`src/hw/rtl/urfrb_pkg.sv`:
```
`timescale 1ns / 1ps
// ----------------------------------------------------------------------------
// urfrb_pkg
// Shared types and constants of the UART receive FIFO register block.
// ----------------------------------------------------------------------------
package urfrb_pkg;

   localparam logic [1:0] KIND_READ    = 2'd0;
   localparam logic [1:0] KIND_WRITE   = 2'd1;
   localparam logic [1:0] KIND_RX_BYTE = 2'd2;
   localparam logic [1:0] KIND_ENABLE  = 2'd3;

   localparam logic [3:0] REG_RX_START = 4'd0;
   localparam logic [3:0] REG_RX_SIZE  = 4'd1;
   localparam logic [3:0] REG_RX_CFG   = 4'd2;
   localparam logic [3:0] REG_TX_START = 4'd4;
   localparam logic [3:0] REG_TX_SIZE  = 4'd5;
   localparam logic [3:0] REG_TX_CFG   = 4'd6;
   localparam logic [3:0] REG_SETUP    = 4'd9;
   localparam logic [3:0] REG_ERROR    = 4'd10;
   localparam logic [3:0] REG_IRQ_EN   = 4'd11;
   localparam logic [3:0] REG_VALID    = 4'd12;
   localparam logic [3:0] REG_DATA     = 4'd13;

   localparam int CFG_CONTINUE_BIT = 0;
   localparam int CFG_EN_BIT       = 4;
   localparam int CFG_CLR_BIT      = 6;
   localparam int SETUP_POLL_BIT   = 4;
   localparam int SETUP_CLEAN_BIT  = 5;
   localparam int SETUP_RX_ENA_BIT = 9;
   localparam int IRQ_RX_BIT       = 0;
   localparam int IRQ_ERR_BIT      = 1;
   localparam int ERR_OVERFLOW_BIT = 0;

   typedef struct packed {
      logic [1:0]  req_type;
      logic [3:0]  word_index;
      logic [31:0] write_data;
      logic [7:0]  rx_byte;
      logic        enable_level;
   } req_item_type;

   typedef struct packed {
      logic [31:0] read_data;
      logic        rx_irq;
      logic        error_irq;
      logic        data_valid;
   } rsp_item_type;

   typedef struct packed {
      logic push;
      logic pop;
      logic flush;
   } fifo_ctl_type;

   typedef struct packed {
      logic [7:0] head;
      logic       empty;
      logic       full;
   } fifo_sts_type;

endpackage

```
`src/hw/rtl/urfrb_fifo.sv`:
```
`timescale 1ns / 1ps
// ----------------------------------------------------------------------------
// urfrb_fifo
// Shift-register receive FIFO: head always at entry 0, push at the fill count.
// ----------------------------------------------------------------------------
module urfrb_fifo #(
   parameter int FIFO_DEPTH = 4
) (
   input  logic                  clock,
   input  logic                  reset,
   input  urfrb_pkg::fifo_ctl_type ctl,
   input  logic [7:0]            push_byte,
   output urfrb_pkg::fifo_sts_type sts,
   output logic                  next_empty
);
   import urfrb_pkg::*;

   localparam int CNT_W = $clog2(FIFO_DEPTH + 1);
   localparam int IDX_W = (FIFO_DEPTH > 1) ? $clog2(FIFO_DEPTH) : 1;

   logic [7:0]       entry_ff [FIFO_DEPTH];
   logic [CNT_W-1:0] count_ff;
   logic [CNT_W-1:0] count_in;

   always_comb begin
      count_in = count_ff;
      if (ctl.flush) begin
         count_in = '0;
      end else if (ctl.push) begin
         count_in = count_ff + CNT_W'(1);
      end else if (ctl.pop) begin
         count_in = count_ff - CNT_W'(1);
      end
   end

   always_ff @(posedge clock) begin
      if (reset) begin
         count_ff <= '0;
      end else begin
         count_ff <= count_in;
      end
   end

   always_ff @(posedge clock) begin
      if (ctl.push) begin
         entry_ff[count_ff[IDX_W-1:0]] <= push_byte;
      end else if (ctl.pop) begin
         for (int i = 0; i < FIFO_DEPTH - 1; i++) begin
            entry_ff[i] <= entry_ff[i+1];
         end
      end
   end

   assign sts.head   = entry_ff[0];
   assign sts.empty  = (count_ff == '0);
   assign sts.full   = (count_ff == CNT_W'(FIFO_DEPTH));
   assign next_empty = (count_in == '0);

endmodule

```
`src/hw/rtl/urfrb_regs.sv`:
```
`timescale 1ns / 1ps
// ----------------------------------------------------------------------------
// urfrb_regs
// Register file, bus decode, receive gating and interrupt derivation.
// ----------------------------------------------------------------------------
module urfrb_regs (
   input  logic                    clock,
   input  logic                    reset,
   input  logic                    step,
   input  urfrb_pkg::req_item_type req,
   input  urfrb_pkg::fifo_sts_type fifo_sts,
   input  logic                    fifo_next_empty,
   output urfrb_pkg::fifo_ctl_type fifo_ctl,
   output urfrb_pkg::rsp_item_type rsp
);
   import urfrb_pkg::*;

   typedef struct packed {
      logic [31:0] cfg;
      logic [31:0] addr;
      logic [31:0] len;
   } chan_type;

   function automatic chan_type chan_write(input chan_type cur, input logic [31:0] start,
                                           input logic [31:0] size, input logic [31:0] value);
      chan_type r;
      r = cur;
      if (!cur.cfg[CFG_EN_BIT] && value[CFG_EN_BIT]) begin
         r.addr = start;
         r.len  = size;
      end
      if (value[CFG_CLR_BIT]) begin
         r.addr = '0;
         r.len  = '0;
         r.cfg  = {31'b0, value[CFG_CONTINUE_BIT]};
      end else begin
         r.cfg = value;
         r.cfg[CFG_CLR_BIT] = 1'b0;
      end
      return r;
   endfunction

   logic        enabled_ff, enabled_in;
   logic [31:0] rx_start_ff, rx_start_in;
   logic [31:0] rx_size_ff, rx_size_in;
   chan_type    rx_chan_ff, rx_chan_in;
   logic [31:0] tx_start_ff, tx_start_in;
   logic [31:0] tx_size_ff, tx_size_in;
   chan_type    tx_chan_ff, tx_chan_in;
   logic [31:0] setup_ff, setup_in;
   logic [1:0]  error_ff, error_in;
   logic [31:0] irq_en_ff, irq_en_in;
   logic [7:0]  last_ff, last_in;
   logic        rx_mode;
   logic [31:0] rdata;
   logic [31:0] wdata;

   assign rx_mode = irq_en_ff[IRQ_RX_BIT] | setup_ff[SETUP_POLL_BIT];
   assign wdata   = req.write_data;

   always_comb begin
      enabled_in = enabled_ff;
      rx_start_in = rx_start_ff;
      rx_size_in  = rx_size_ff;
      rx_chan_in  = rx_chan_ff;
      tx_start_in = tx_start_ff;
      tx_size_in  = tx_size_ff;
      tx_chan_in  = tx_chan_ff;
      setup_in    = setup_ff;
      error_in    = error_ff;
      irq_en_in   = irq_en_ff;
      last_in     = last_ff;
      rdata       = '0;
      fifo_ctl    = '0;
      if (step) begin
         unique case (req.req_type)
            KIND_READ: begin
               if (enabled_ff) begin
                  unique case (req.word_index)
                     REG_RX_START: rdata = rx_chan_ff.addr;
                     REG_RX_SIZE:  rdata = rx_chan_ff.len;
                     REG_RX_CFG:   rdata = rx_chan_ff.cfg;
                     REG_TX_START: rdata = tx_chan_ff.addr;
                     REG_TX_SIZE:  rdata = tx_chan_ff.len;
                     REG_TX_CFG:   rdata = tx_chan_ff.cfg;
                     REG_SETUP:    rdata = setup_ff;
                     REG_ERROR: begin
                        rdata    = {30'b0, error_ff};
                        error_in = '0;
                     end
                     REG_IRQ_EN:   rdata = irq_en_ff;
                     REG_VALID:    rdata = {31'b0, rx_mode & ~fifo_sts.empty};
                     REG_DATA: begin
                        if (rx_mode && !fifo_sts.empty) begin
                           last_in      = fifo_sts.head;
                           fifo_ctl.pop = 1'b1;
                        end
                        rdata = {24'b0, last_in};
                     end
                     default:      rdata = '0;
                  endcase
               end
            end
            KIND_WRITE: begin
               if (enabled_ff) begin
                  unique case (req.word_index)
                     REG_RX_START: rx_start_in = wdata;
                     REG_RX_SIZE:  rx_size_in  = wdata;
                     REG_RX_CFG:
                        rx_chan_in = chan_write(rx_chan_ff, rx_start_ff, rx_size_ff, wdata);
                     REG_TX_START: tx_start_in = wdata;
                     REG_TX_SIZE:  tx_size_in  = wdata;
                     REG_TX_CFG:
                        tx_chan_in = chan_write(tx_chan_ff, tx_start_ff, tx_size_ff, wdata);
                     REG_SETUP: begin
                        setup_in = wdata;
                        setup_in[SETUP_CLEAN_BIT] = 1'b0;
                        fifo_ctl.flush = wdata[SETUP_CLEAN_BIT];
                     end
                     REG_IRQ_EN:   irq_en_in = wdata;
                     default: ;
                  endcase
               end
            end
            KIND_RX_BYTE: begin
               if (enabled_ff && (setup_ff[SETUP_RX_ENA_BIT] || rx_mode)) begin
                  if (fifo_sts.full) begin
                     error_in[ERR_OVERFLOW_BIT] = 1'b1;
                  end else begin
                     fifo_ctl.push = 1'b1;
                  end
               end
            end
            KIND_ENABLE: enabled_in = req.enable_level;
            default: ;
         endcase
      end
   end

   always_ff @(posedge clock) begin
      if (reset) begin
         enabled_ff  <= 1'b0;
         rx_start_ff <= '0;
         rx_size_ff  <= '0;
         rx_chan_ff  <= '0;
         tx_start_ff <= '0;
         tx_size_ff  <= '0;
         tx_chan_ff  <= '0;
         setup_ff    <= '0;
         error_ff    <= '0;
         irq_en_ff   <= '0;
         last_ff     <= '0;
      end else begin
         enabled_ff  <= enabled_in;
         rx_start_ff <= rx_start_in;
         rx_size_ff  <= rx_size_in;
         rx_chan_ff  <= rx_chan_in;
         tx_start_ff <= tx_start_in;
         tx_size_ff  <= tx_size_in;
         tx_chan_ff  <= tx_chan_in;
         setup_ff    <= setup_in;
         error_ff    <= error_in;
         irq_en_ff   <= irq_en_in;
         last_ff     <= last_in;
      end
   end

   assign rsp.read_data  = rdata;
   assign rsp.rx_irq     = ~fifo_next_empty & irq_en_in[IRQ_RX_BIT]
                           & ~setup_in[SETUP_POLL_BIT];
   assign rsp.error_irq  = (|error_in) & irq_en_in[IRQ_ERR_BIT];
   assign rsp.data_valid = ~fifo_next_empty
                           & (irq_en_in[IRQ_RX_BIT] | setup_in[SETUP_POLL_BIT]);

endmodule

```
`src/hw/rtl/uart_rx_fifo_register_block.sv`:
```
`timescale 1ns / 1ps
// ----------------------------------------------------------------------------
// uart_rx_fifo_register_block
// UART register block with a receive FIFO, one request per transfer.
// ----------------------------------------------------------------------------
// Each request transfer (bus read, bus write, received byte or enable level)
// updates the register state in the cycle it is taken and loads one response
// into the output register, so while responses are taken the block sustains
// one transfer per cycle; the response appears the cycle after its request.
// A new request is taken while a response is held, if that response is taken
// in the same cycle. The receive FIFO is FIFO_DEPTH entries of shift register.
module uart_rx_fifo_register_block #(
   parameter int FIFO_DEPTH = 4
) (
   input  logic                    clock,
   input  logic                    reset,
   input  logic                    req_valid,
   output logic                    req_ready,
   input  urfrb_pkg::req_item_type req_data,
   output logic                    rsp_valid,
   input  logic                    rsp_ready,
   output urfrb_pkg::rsp_item_type rsp_data
);
   import urfrb_pkg::*;

   logic         step;
   fifo_ctl_type fifo_ctl;
   fifo_sts_type fifo_sts;
   logic         fifo_next_empty;
   rsp_item_type rsp_in;
   rsp_item_type rsp_ff;
   logic         rsp_valid_ff, rsp_valid_in;

   assign req_ready = ~rsp_valid_ff | rsp_ready;
   assign step      = req_valid & req_ready;

   urfrb_regs u_regs (
      .clock           (clock),
      .reset           (reset),
      .step            (step),
      .req             (req_data),
      .fifo_sts        (fifo_sts),
      .fifo_next_empty (fifo_next_empty),
      .fifo_ctl        (fifo_ctl),
      .rsp             (rsp_in)
   );

   urfrb_fifo #(
      .FIFO_DEPTH (FIFO_DEPTH)
   ) u_fifo (
      .clock      (clock),
      .reset      (reset),
      .ctl        (fifo_ctl),
      .push_byte  (req_data.rx_byte),
      .sts        (fifo_sts),
      .next_empty (fifo_next_empty)
   );

   assign rsp_valid_in = step | (rsp_valid_ff & ~rsp_ready);

   always_ff @(posedge clock) begin
      if (reset) begin
         rsp_valid_ff <= 1'b0;
      end else begin
         rsp_valid_ff <= rsp_valid_in;
      end
   end

   always_ff @(posedge clock) begin
      if (step) begin
         rsp_ff <= rsp_in;
      end
   end

   assign rsp_valid = rsp_valid_ff;
   assign rsp_data  = rsp_ff;

endmodule
```
`config.mk`:
```
export PLATFORM = sky130hd
export DESIGN_NAME = uart_rx_fifo_register_block
export DESIGN_NICKNAME = d
export VERILOG_FILES = /design/src/hw/rtl/urfrb_pkg.sv /design/src/hw/rtl/urfrb_fifo.sv /design/src/hw/rtl/urfrb_regs.sv /design/src/hw/rtl/uart_rx_fifo_register_block.sv
export SDC_FILE = /design/constraint.sdc
export NUM_CORES = 1
export LEC_CHECK = 0
export BUFFER_PORTS_ARGS = -buffer_cell sky130_fd_sc_hd__buf_4
export CAP_MARGIN = 20
export CORE_ASPECT_RATIO = 1.4
export CORE_UTILIZATION = 45
export DETAILED_ROUTE_END_ITERATION = 8
export PLACE_DENSITY = 0.65
export RECOVER_POWER = 25
export SETUP_SLACK_MARGIN = 0.15
export SKIP_CTS_REPAIR_TIMING = 1
export SYNTH_ARGS = -nofsm -noshare
export SYNTH_HDL_FRONTEND = slang
export SYNTH_SLANG_ARGS = --single-unit
```
`constraint.sdc`:
```
create_clock -name clock -period 3.9 [get_ports clock]
set_input_delay 0.195 -clock clock [delete_from_list [all_inputs] [get_ports clock]]
set_output_delay 0.195 -clock clock [all_outputs]
set_load 0.03 [all_outputs]
```
After elaboration in Yosys (flattened, before gate mapping):

Memory sizes are Yosys's and may differ from the RTL's.
Index checks and enable logic that the tools add are counted.

* flip-flop bits (word level): 433
* memory bits (writable): 32
* input bits: 51
* memories kept: 1

Memory list
* u_fifo.entry_ff: depth 4, bits a word 8, rd ports 4, clocked after Yosys merged registers in 0, wr ports 3, RTL line urfrb_fifo.sv:21 `logic [7:0] entry_ff [FIFO_DEPTH];`

* add/sub/neg operators: 2
* equal/unequal tests: 14
* mux-type cells: 44
* bitwise operators: 16
* reductions and logical operators: 29

Operators with widths (count)
* $pmux 32 s11: 1
* $mux 64: 4
* $reduce_and 4->1: 9
* $mux 32: 1
* $eq 4x4->1 const B: 5
* $mux 5: 4
* $mux 1: 19
* $mux 2: 8
* $mux 8: 2
* $eq 4x3->1 const B: 3
* $mux 3: 4
* $reduce_and 5->1: 2
* $reduce_or 8->1: 1
* $and 1x1->1: 7
* $logic_not 3->1: 2
* $not 1->1: 5
* $eq 2x2->1 const B: 2
* $eq 4x1->1 const B: 1
* $eq 4x2->1 const B: 1
* $logic_and 1x1->1: 4
* $logic_not 4->1: 1
* $or 1x1->1: 4
* $reduce_and 2->1: 2
* $reduce_bool 2->1: 2
* other kinds (9): 11

Longest topological paths before layout:

Gate-level depths: netlist of run 1.

* word-level depth: 15
* gate-level depth with buffers: 9
* mapped depth without buffers: 7

Modules after synthesis:

Synthesis of run 1 repeated with hierarchy kept, for this count alone.

* cells, all modules: 2203
* area total of the unflattened synthesis: 18622.9 um^2

By module, submodules not included
* urfrb_regs: instances 1, cells each 2032, area an instance 16010.4 um^2, seq. area each 7847.5 um^2
* urfrb_fifo: instances 1, cells each 131, area an instance 1506.4 um^2, seq. area each 1021.0 um^2
* uart_rx_fifo_register_block: instances 1, cells each 40, area an instance 1106.1 um^2, seq. area each 1071.0 um^2

Worst setup path after synthesis of run 1:

Ideal clock, no wire load.

* path kind: reg-to-reg
* from: reg rsp_valid_ff (netlist: rsp_valid)
* to: reg u_regs.enabled_ff
* library setup time: 0.128 ns
* arrival time: 2.151 ns
* data required time: 3.772 ns
* setup slack: 1.621 ns
* cell stages (with the launch flop): 7
* period minus slack after synthesis: 2.279 ns
* path through: dfxtp_1 nor2b_1 inv_2 and2_1 nand3_1 mux2i_1 nor2_1

* word-level cells in the longest chain between the ends: 4

RTL lines
* start, declared: RTL line uart_rx_fifo_register_block.sv:32 `logic rsp_valid_ff, rsp_valid_in;`
* start signal, assigned: RTL line uart_rx_fifo_register_block.sv:65 `rsp_valid_ff <= rsp_valid_in;`
* $not 1->1: RTL line uart_rx_fifo_register_block.sv:34 `assign req_ready = ~rsp_valid_ff | rsp_ready;`
* $or 1x1->1: RTL line uart_rx_fifo_register_block.sv:34
* named net req_ready: RTL line uart_rx_fifo_register_block.sv:18 `output logic req_ready,`
* $and 1x1->1: RTL line uart_rx_fifo_register_block.sv:35 `assign step = req_valid & req_ready;`
* named net step: RTL line uart_rx_fifo_register_block.sv:26 `logic step;`
* $reduce_and 2->1 (no source line)
* end signal, assigned: RTL line urfrb_regs.sv:154 `enabled_ff <= enabled_in;`
* end, declared: RTL line urfrb_regs.sv:43 `logic enabled_ff, enabled_in;`

The timed path passes the listed nets, and every way through them passes these cells.
A chain may end at the register's enable or synchronous reset.

Final worst setup path of run 1:

* from: in req_data[13] in the netlist's numbering
* to: reg u_regs.tx_chan_ff[7] in the netlist's numbering

* word-level cells in the longest chain between the ends: 3

RTL lines
* start, declared: RTL line uart_rx_fifo_register_block.sv:19 `input urfrb_pkg::req_item_type req_data,`
* $logic_and 1x1->1: RTL line urfrb_regs.sv:28 `if (!cur.cfg[CFG_EN_BIT] && value[CFG_EN_BIT]) begin`
* $reduce_bool 2->1 (no source line)
* $reduce_and 5->1 (no source line)
* end signal, assigned: RTL line urfrb_regs.sv:160 `tx_chan_ff <= tx_chan_in;`
* end, declared: RTL line urfrb_regs.sv:49 `chan_type tx_chan_ff, tx_chan_in;`

Every way passes these cells.

==> flow_metrics.py, run 1 <==
metrics = {
    "setup_path": {
        "start_kind": "input port",
        "path_cells": "dlygate4sd3_1 -> clkbuf_1 -> nor2b_1 -> o21bai_2 -> buf_4 -> nand2_1 -> a21oi_1",
        "rr_endpoint": "rsp_data[17]",
        "cp-end-kind": "flip-flop",
        "r2r_setup_slack_ps": 930,
        "slowest_delay_ps": 1380,
        "rr_worst_depth": 4,
        "crit_type": "in -> reg",
        "critical_path_arrival_ps": 3620,
        "worstReg2RegStart": "rsp_valid",
        "crit_fanout": 33,
        "worst_path_max_delay_cell": "o21bai_2",
        "crit_required_ps": 4370,
    },
    "yosys": {
        "synth_top_area_share_pct": 42.66,
        "syn_area_um2": 18580,
        "yosysMostFrequentCell": "nand2_1",
        "synth_seq_area_share_pct": 53.49,
        "synthArstFlopShare_pct": 0,
        "synth_fp_nets": 2244,
        "synth.avg_cell_area_um2": 8.493,
        "yosys_warnings": 0,
        "ys_ff_latch": 463,
        "ys.flop_type": "dfxtp_1",
        "synth_area_leader_cell": "dfxtp_1",
        "netlist_top_cells_area": "dfxtp_1 43%, nand2_1 12%, edfxtp_1 11%",
        "ys_types": 58,
        "synthCells": 2188,
        "synth_common_cells": "617 x nand2_1, 399 x a21oi_1, 396 x dfxtp_1",
        "synth_edf_count": 67,
    },
    "cells_and_area": {
        "fillers": 3761,
        "antenna_cells": 0,
        "layout.nets": 2274,
        "drive_above_1_share_pct": 7.685,
        "syn_to_final_growth_pct": 14.17,
        "design_area_um2": 21220,
    },
    "timing": {
        "setup_tns_ps": 0,
        "slew_violations": 53,
        "timing.fmax_mhz": 317.3,
        "hold_violations": 0,
        "fin_skew_ps": 8.437,
        "finalCritPeriodShare_pct": 80.82,
        "setup_viol": 0,
        "setup_ws_ps": 748.0,
        "rsz0062_at_grt": "no",
        "slew_headroom_pct": -24.54,
        "tightest_slew_ps": 1867,
        "fin_hold_ws_ps": 19.81,
        "finalCriticalPeriod_ps": 3152,
    },
    "drt": {
        "drtAntennaViolNets": 0,
        "dr.first_iter.drc_count": 1696,
        "remaining_drc_errors": 0,
        "vias_per_cell": 5.760,
        "vias": 16040,
        "dr.pass1.iters": 6,
        "wire_per_inst_um": 19.72,
        "drt-total-wl_mm": 54.93,
    },
    "floorplan": {
        "ios": 88,
        "dieArea_um2": 42120,
        "rows": 87,
        "initial_core_util_pct": 45.89,
        "die_y_um": 242.4,
        "fp.coreArea_um2": 40490,
        "die-width_um": 173.7,
    },
    "clock_network": {
        "path_clk_slew_ps": 70,
        "clock-sinks": 463,
        "clockBufferDepth": 3,
        "clk_latency_ps": 550,
        "tritoncts": "yes",
        "htree_levels": 2,
        "ctsRootBufferMaster": "clkbuf_16",
        "numCtsBuffers": 44,
    },
    "grt": {
        "antenna_found_initial": 0,
        "grt_first_pass_wirelength_mm": 85.44,
        "grt_max_degree": 139,
        "grt_overflow": 0,
        "grt_usage_pct": 25.65,
        "grt_pass1_vias": 15180,
    },
    "placement": {
        "gp_congestion": 0.8446,
        "pre_cts_slack_ps": 1249,
        "placed_area_um2": 19560,
        "io_buffers": 87,
        "detailed_place_hpwl_mm": 31.77,
    },
    "power_and_ir_drop": {
        "p_sw_mw": 2.100,
        "peakVddDrop_mv": 0.3930,
        "p_leak_nw": 6.778,
        "p_int_mw": 7.365,
        "p_comb_share_pct": 4.3,
        "seqPwrFrac_pct": 51.3,
        "power-per-cell-area_nw_per_um2": 446.1,
        "sw_frac_of_total_pct": 22.19,
        "p_clk_share_pct": 44.4,
    },
    "min_path": {
        "min_path_cells": 4,
        "worstHoldPathType": "in -> reg",
        "min-delay-start": "req_data[46]",
        "whs_endpoint": "u_regs.enabled_ff",
    },
    "job": {
        "drv_cap": 2,
    },
    "status": {
        "status": "complete, but fails checks",
        "violations": "capacitance limit, slew limit",
    },
}
## placed cells by master, fill, tap and decap left out, types with 23 or more instances in the layout
master and n:
a21oi_1 399, nor2_1 133, clkbuf_1 58, clkbuf_16 48, buf_4 82, a31oi_1 23, dlygate4sd3_1 41, a222oi_1 38
a22oi_1 23, edfxtp_1 67, nand2b_1 32, nand3b_1 129, nand2_1 617, dfxtp_1 396
## power groups by stage
stage	sequential [mW]	clock, mW	combinational (mW)
4_1_cts	4.86	4.25	0.383
5_1_grt	4.86	4.45	0.425
3_3_place_gp	4.96	0	0.380
6_report	4.86	4.20	0.402
2_1_floorplan	5.00	0	0.167
3_5_place_dp	4.96	0	0.383
## flip-flops by register name (all words and copies together) (netlist names), 3 cells and up
name	flops
u_regs.irq_en_ff	32
u_regs.last_ff	8
u_regs.setup_ff	31
u_regs.tx_chan_ff	95
u_regs.rx_chan_ff	95
u_regs.rx_start_ff	32
u_fifo.count_ff	3
u_fifo.entry_ff	32
u_regs.tx_size_ff	32
u_regs.tx_start_ff	32
u_regs.rx_size_ff	32
rsp_data	35
## logic make-up after synthesis
kind of cell	Yosys count	synth area share [%]
AND/OR/NAND/NOR	971	23.83
AO/OA/AOI/OAI	539	17.10
flip-flops	463	53.49
buffers and inverters	195	4.417
multiplexers	13	0.7339
adder cells (fa/ha/maj)	5	0.3367
XOR/XNOR	2	0.09428
## through the flow
step	std cells	utilization, %	power, mW
finish	2785	52.39	9.465
global route	2785	52.39	9.735
CTS	2744	51.75	9.496
detailed placement	2665	48.31	5.348
global placement	2665	48.31	5.344
floorplan	2188	-	5.167
## worst max-delay path by stage
stage | start | cells after the start | endpoint | slack (ps)
final | req_data[13] | 7 | u_regs.tx_chan_ff[7] | 750
after global routing | req_data[13] | 7 | u_regs.tx_chan_ff[10] | 610
after CTS | u_regs.enabled_ff | 4 | u_fifo.entry_ff[2][6] | 1230
after detailed placement | u_regs.enabled_ff | 4 | u_fifo.entry_ff[2][6] | 1250
after global placement | req_data[46] | 5 | u_fifo.entry_ff[1][6] | 1280
after floorplan | rsp_valid | 6 | u_regs.enabled_ff | 1620
## final cells by class
cell class	instances	area, um2	area share [%]
inverters	6	22.52	0.1062
repair buffers	173	1304	6.145
flip-flops and latches	463	9940	46.85
multi-input cells	1530	7889	37.18
clock buffers	75	1373	6.469
clock inverters	4	21.27	0.1003
well taps	534	668.1	3.149
## worst max-delay path, delay by kind of cell
| family | cells | cell delay [ps] |
|---|---|---|
| buf+inv | 3 | 1460 |
| compound gates | 2 | 1550 |
| simple gates | 2 | 380 |
## layer usage
metal,GRT usage [%],routed length (um),vias to the layer above
met5,0,0,-
met4,12.41,2538,0
met3,3.421,3779,158
met2,44.13,26590,612
met1,31.46,22010,7715
li1,-,-,7557
(Power assumes the default switching activity.)
==> run 2: changes to the inputs <==
--- a/config.mk
+++ b/config.mk
@@ -10,7 +10,7 @@
 export CORE_ASPECT_RATIO = 1.4
 export CORE_UTILIZATION = 45
 export DETAILED_ROUTE_END_ITERATION = 8
-export PLACE_DENSITY = 0.65
+export PLACE_DENSITY = 0.68
 export RECOVER_POWER = 25
 export SETUP_SLACK_MARGIN = 0.15
 export SKIP_CTS_REPAIR_TIMING = 1
==> constraint.sdc (replaced) <==
create_clock -name clock -period 2.73 [get_ports clock]
set_input_delay 0.1365 -clock clock [delete_from_list [all_inputs] [get_ports clock]]
set_output_delay 0.1365 -clock clock [all_outputs]
set_load 0.03 [all_outputs]
==> flow_metrics.py, run 2 (synthesis gave the netlist of run 1 again) <==
metrics = {
    "cells_and_area": {
        "layout.nets": 2295,
        "syn_to_final_growth_pct": 15.81,
        "antenna_cells": 0,
        "final_common_cell": "nand2_1",
        "multi_input_area_um2": 7886,
        "drive_above_1_share_pct": 8.711,
        "fillers": 3820,
        "final-seq-area_um2": 9940,
        "mostFrequentLayoutCells": "616 x nand2_1, 399 x a21oi_1, 396 x dfxtp_1",
    },
    "timing": {
        "fin_hold_ws_ps": -14.32,
        "tightest_slew_ps": 1413,
        "rsz0062_at_grt": "no",
        "finalCritPeriodShare_pct": 87.97,
        "slew_violations": 0,
        "setup_viol": 0,
        "hold_violations": 7,
        "setup_ws_ps": 328.5,
        "setup_tns_ps": 0,
        "finalCriticalPeriod_ps": 2401,
        "timing.fmax_mhz": 416.4,
        "slew_headroom_pct": 5.767,
        "fin_skew_ps": 18.63,
    },
    "drt": {
        "remaining_drc_errors": 0,
        "drt-total-wl_mm": 56.82,
        "vias": 16150,
        "dr.first_iter.drc_count": 1609,
        "vias_per_cell": 5.753,
        "dr.pass1.iters": 6,
        "drtAntennaViolNets": 0,
        "wire_per_inst_um": 20.24,
    },
    "min_path": {
        "min-delay-start": "reset",
        "worstHoldPathType": "in -> reg",
    },
    "floorplan": {
        "die_y_um": 242.4,
        "rows": 87,
        "initial_core_util_pct": 45.89,
        "dieArea_um2": 42120,
        "fp.coreArea_um2": 40490,
        "ios": 88,
        "die-width_um": 173.7,
    },
    "grt": {
        "grt_first_pass_wirelength_mm": 86.46,
        "grt_max_degree": 115,
        "grt_overflow": 0,
        "grt_pass1_vias": 15470,
        "grt_usage_pct": 26.06,
        "antenna_found_initial": 0,
    },
    "setup_path": {
        "crit_fanout": 24,
        "worstReg2RegStart": "rsp_valid",
        "cp-end-kind": "flip-flop",
        "start_kind": "flip-flop",
        "startpoint": "rsp_valid",
        "critical_path_arrival_ps": 2840,
        "crit_required_ps": 3170,
        "crit_type": "reg -> reg",
        "r2r_setup_slack_ps": 330,
    },
    "clock_network": {
        "numCtsBuffers": 45,
        "clk_latency_ps": 570,
        "ctsRootBufferMaster": "clkbuf_16",
        "clockBufferDepth": 3,
        "path_clk_slew_ps": 60,
        "clock-sinks": 463,
        "htree_levels": 2,
        "tritoncts": "yes",
    },
    "placement": {
        "pre_cts_slack_ps": 255.1,
        "io_buffers": 87,
        "detailed_place_hpwl_mm": 33.05,
        "gp_congestion": 0.8186,
    },
    "power_and_ir_drop": {
        "seqPwrFrac_pct": 50.6,
        "power_mw": 13.71,
        "p_comb_share_pct": 4.3,
        "power-per-cell-area_nw_per_um2": 637.0,
        "p_clk_share_pct": 45.1,
        "sw_frac_of_total_pct": 22.48,
        "p_leak_nw": 6.934,
        "peakVddDrop_mv": 0.4933,
        "p_int_mw": 10.63,
        "p_sw_mw": 3.082,
    },
    "job": {
        "drv_cap": 0,
    },
    "status": {
        "status": "complete, but fails checks",
        "violations": "hold timing",
    },
}
run 2: cell types whose count changed in the layout (fill, tap and decap cells not counted), sizes merged:
cell         change
clkinv           +6
inv              +2
buf             +11
clkbuf           +1
dlygate4sd3      +1
bufinv           +1
run 2: routing by layer:
metal / up-vias / GRT usage [%] / share of wire, %
li1: 7602 / - / -
met1: 7740 / 31.09 / 38
met2: 645 / 45.55 / 50
met3: 163 / 3.798 / 7.1
met4: 0 / 12.77 / 4.7
met5: - / 0 / 0
run 2: final cells by class:
type                       count  share of cell area [%]
inverter                       6                  0.1047
tap                          534                   3.105
clock buffer                  68                   6.250
sequential                   463                   46.19
timing repair buffer         193                   7.221
multi-input combinational   1530                   36.65
clock inverter                13                  0.4884
run 2: critical path, cell delays in order (launching register included):
cell	delay, ps
dfxtp_1	330
nor2b_1	170
inv_1	140
nand4_1	210
clkbuf_1	1060
nor2_1	150
a21oi_1	170
nor2_1	50
run 2: through the flow:
step	instance area [um2]	std cells	util (%)
after global placement	19830	2684	48.97
after detailed placement	19830	2684	48.97
after global routing	21520	2807	53.15
after CTS	21280	2765	52.56
final	21520	2807	53.15
after floorplan	18580	2188	-
run 2: power groups by stage:
| stage | Clock, mW | Sequential [mW] | Combinational, mW |
|---|---|---|---|
| 6_report | 6.18 | 6.94 | 0.590 |
| 5_1_grt | 6.52 | 6.94 | 0.616 |
| 4_1_cts | 6.25 | 6.94 | 0.559 |
| 3_5_place_dp | 0 | 7.09 | 0.557 |
| 3_3_place_gp | 0 | 7.09 | 0.553 |
| 2_1_floorplan | 0 | 7.14 | 0.239 |
run 2: final timing paths:
path,to,cells past startpoint
worst min-delay path,u_regs.rx_chan_ff[93],2
worst min register to register,u_regs.tx_chan_ff[26],2
worst max-delay path,u_regs.tx_chan_ff[87],7
worst max register to register,u_regs.tx_chan_ff[87],7
==> run 3: changes to the inputs <==
--- a/config.mk
+++ b/config.mk
@@ -5,7 +5,8 @@
 export SDC_FILE = /design/constraint.sdc
 export NUM_CORES = 1
 export LEC_CHECK = 0
-export BUFFER_PORTS_ARGS = -buffer_cell sky130_fd_sc_hd__buf_4
+export ABC_CLOCK_PERIOD_IN_PS = 2730
+export BUFFER_PORTS_ARGS = -buffer_cell sky130_fd_sc_hd__clkbuf_2
 export CAP_MARGIN = 20
 export CORE_ASPECT_RATIO = 1.4
 export CORE_UTILIZATION = 45
==> flow_metrics.py, run 3 (synthesis gave the netlist of run 1 again) <==
metrics = {
    "floorplan": {
        "rows": 87,
        "die_y_um": 242.4,
        "initial_core_util_pct": 45.89,
        "ios": 88,
        "fp.coreArea_um2": 40490,
        "dieArea_um2": 42120,
        "die-width_um": 173.7,
    },
    "setup_path": {
        "rr_endpoint": "rsp_data[7]",
        "crit_required_ps": 3060,
        "startpoint": "u_regs.enabled_ff",
        "crit_fanout": 32,
        "crit_type": "reg -> reg",
        "rr_worst_depth": 4,
        "r2r_setup_slack_ps": 190,
        "critical_path_arrival_ps": 2870,
        "start_kind": "flip-flop",
        "worstReg2RegStart": "u_regs.enabled_ff",
        "cp-end-kind": "flip-flop",
    },
    "drt": {
        "vias": 16280,
        "drt-total-wl_mm": 56.56,
        "dr.pass1.iters": 6,
        "drtAntennaViolNets": 0,
        "remaining_drc_errors": 0,
        "dr.first_iter.drc_count": 1869,
        "wire_per_inst_um": 20.21,
        "vias_per_cell": 5.818,
    },
    "power_and_ir_drop": {
        "p_sw_mw": 3.012,
        "p_int_mw": 10.41,
        "sw_frac_of_total_pct": 22.44,
        "p_clk_share_pct": 44.0,
        "power-per-cell-area_nw_per_um2": 630.7,
        "p_comb_share_pct": 4.3,
        "peakVddDrop_mv": 0.5342,
        "p_leak_nw": 6.834,
        "seqPwrFrac_pct": 51.7,
    },
    "min_path": {
        "min-delay-start": "req_valid",
        "worstHoldPathType": "in -> reg",
        "whs_endpoint": "rsp_valid",
        "min_path_cells": 3,
    },
    "timing": {
        "hold_violations": 1,
        "slew_headroom_pct": 20.67,
        "fin_skew_ps": 13.57,
        "slew_violations": 0,
        "tightest_slew_ps": 1190,
        "fin_hold_ws_ps": -39.64,
        "rsz0062_at_grt": "no",
        "timing.fmax_mhz": 393.0,
        "setup_viol": 0,
        "finalCriticalPeriod_ps": 2544,
        "setup_tns_ps": 0,
        "finalCritPeriodShare_pct": 93.20,
    },
    "clock_network": {
        "clk_latency_ps": 560,
        "numCtsBuffers": 43,
        "tritoncts": "yes",
        "htree_levels": 2,
        "path_clk_slew_ps": 60,
        "clockBufferDepth": 3,
        "ctsRootBufferMaster": "clkbuf_16",
        "clock-sinks": 463,
    },
    "placement": {
        "detailed_place_hpwl_mm": 32.18,
        "place_inst": 2679,
        "gp_congestion": 0.8186,
        "io_buffers": 87,
    },
    "grt": {
        "use_met2_pct": 45.71,
        "met1_usage_pct": 30.97,
        "use_met3_pct": 3.814,
        "grt_pass1_vias": 15460,
        "grt_overflow": 0,
        "grt_first_pass_wirelength_mm": 86.66,
        "antenna_found_initial": 0,
        "grt.busiest_layer": "met2",
        "grt_max_degree": 156,
        "grt_usage_pct": 26.16,
    },
    "cells_and_area": {
        "mostFrequentLayoutCells": "616 x nand2_1, 399 x a21oi_1, 396 x dfxtp_1",
        "layout.nets": 2287,
        "syn_to_final_growth_pct": 14.52,
        "final_common_cell": "nand2_1",
        "drive_above_1_share_pct": 8.304,
        "fin_cells": 2798,
        "antenna_cells": 0,
    },
    "job": {
        "drv_cap": 0,
    },
    "status": {
        "status": "complete, but fails checks",
        "violations": "hold timing",
    },
}
[run 3: changes by cell type in the layout (fill, tap and decap cells not counted), moves of 2 or more]
cell      previous run  this run
buf_4               83        41
clkbuf_1            56        54
clkbuf_4             8         1
clkinv_1             0         4
clkbuf_2             2        48
clkbuf_8             9         5
[run 3: cell type report]
type	count	area (um2)
clock buffer	63	1265
clock inverter	15	101.3
fill	3730	19210
inverter	6	22.52
multi-input combinational	1530	7885
sequential	463	9940
tap	534	668.1
timing repair buffer	187	1399
[run 3: routing by layer]
metal	part of all wire, %	up-vias
li1	-	7590
met1	39	7893
met2	50	633
met3	7.0	163
met4	4.6	0
met5	0	-
[run 3: power by group through the flow]
| stage | clock (mW) | combinational [mW] | sequential (mW) |
|---|---|---|---|
| floorplan | 0 | 0.239 | 7.14 |
| global placement | 0 | 0.518 | 7.09 |
| detailed placement | 0 | 0.523 | 7.09 |
| CTS | 5.97 | 0.524 | 6.94 |
| global route | 6.23 | 0.598 | 6.94 |
| finish | 5.91 | 0.571 | 6.94 |
[run 3: per-stage QoR]
step | utilization [%] | setup WS, ps | area (um2) | power, mW
6_report | 52.55 | 185.6 | 21280 | 13.42
5_1_grt | 52.55 | 90.69 | 21280 | 13.77
4_1_cts | 51.76 | 332.1 | 20960 | 13.43
3_5_place_dp | 48.39 | 358.0 | 19590 | 7.616
3_3_place_gp | 48.39 | 402.7 | 19590 | 7.611
2_1_floorplan | - | 451.4 | 18580 | 7.381
[run 3: how the worst max path moves through the flow]
stage	endpoint	slack, ps	cells past startpoint
CTS	u_fifo.entry_ff[1][6]	330	4
global placement	u_fifo.entry_ff[1][5]	400	4
floorplan	u_regs.enabled_ff	450	6
detailed placement	u_fifo.entry_ff[1][6]	360	4
global route	rsp_data[7]	90	4
finish	rsp_data[7]	190	4
[run 3: critical path, stage by stage, from the launching register on]
cell and delay [ps]:
dfxtp_1 380, or3b_1 430, a221o_1 280, clkbuf_2 660, a31oi_1 570
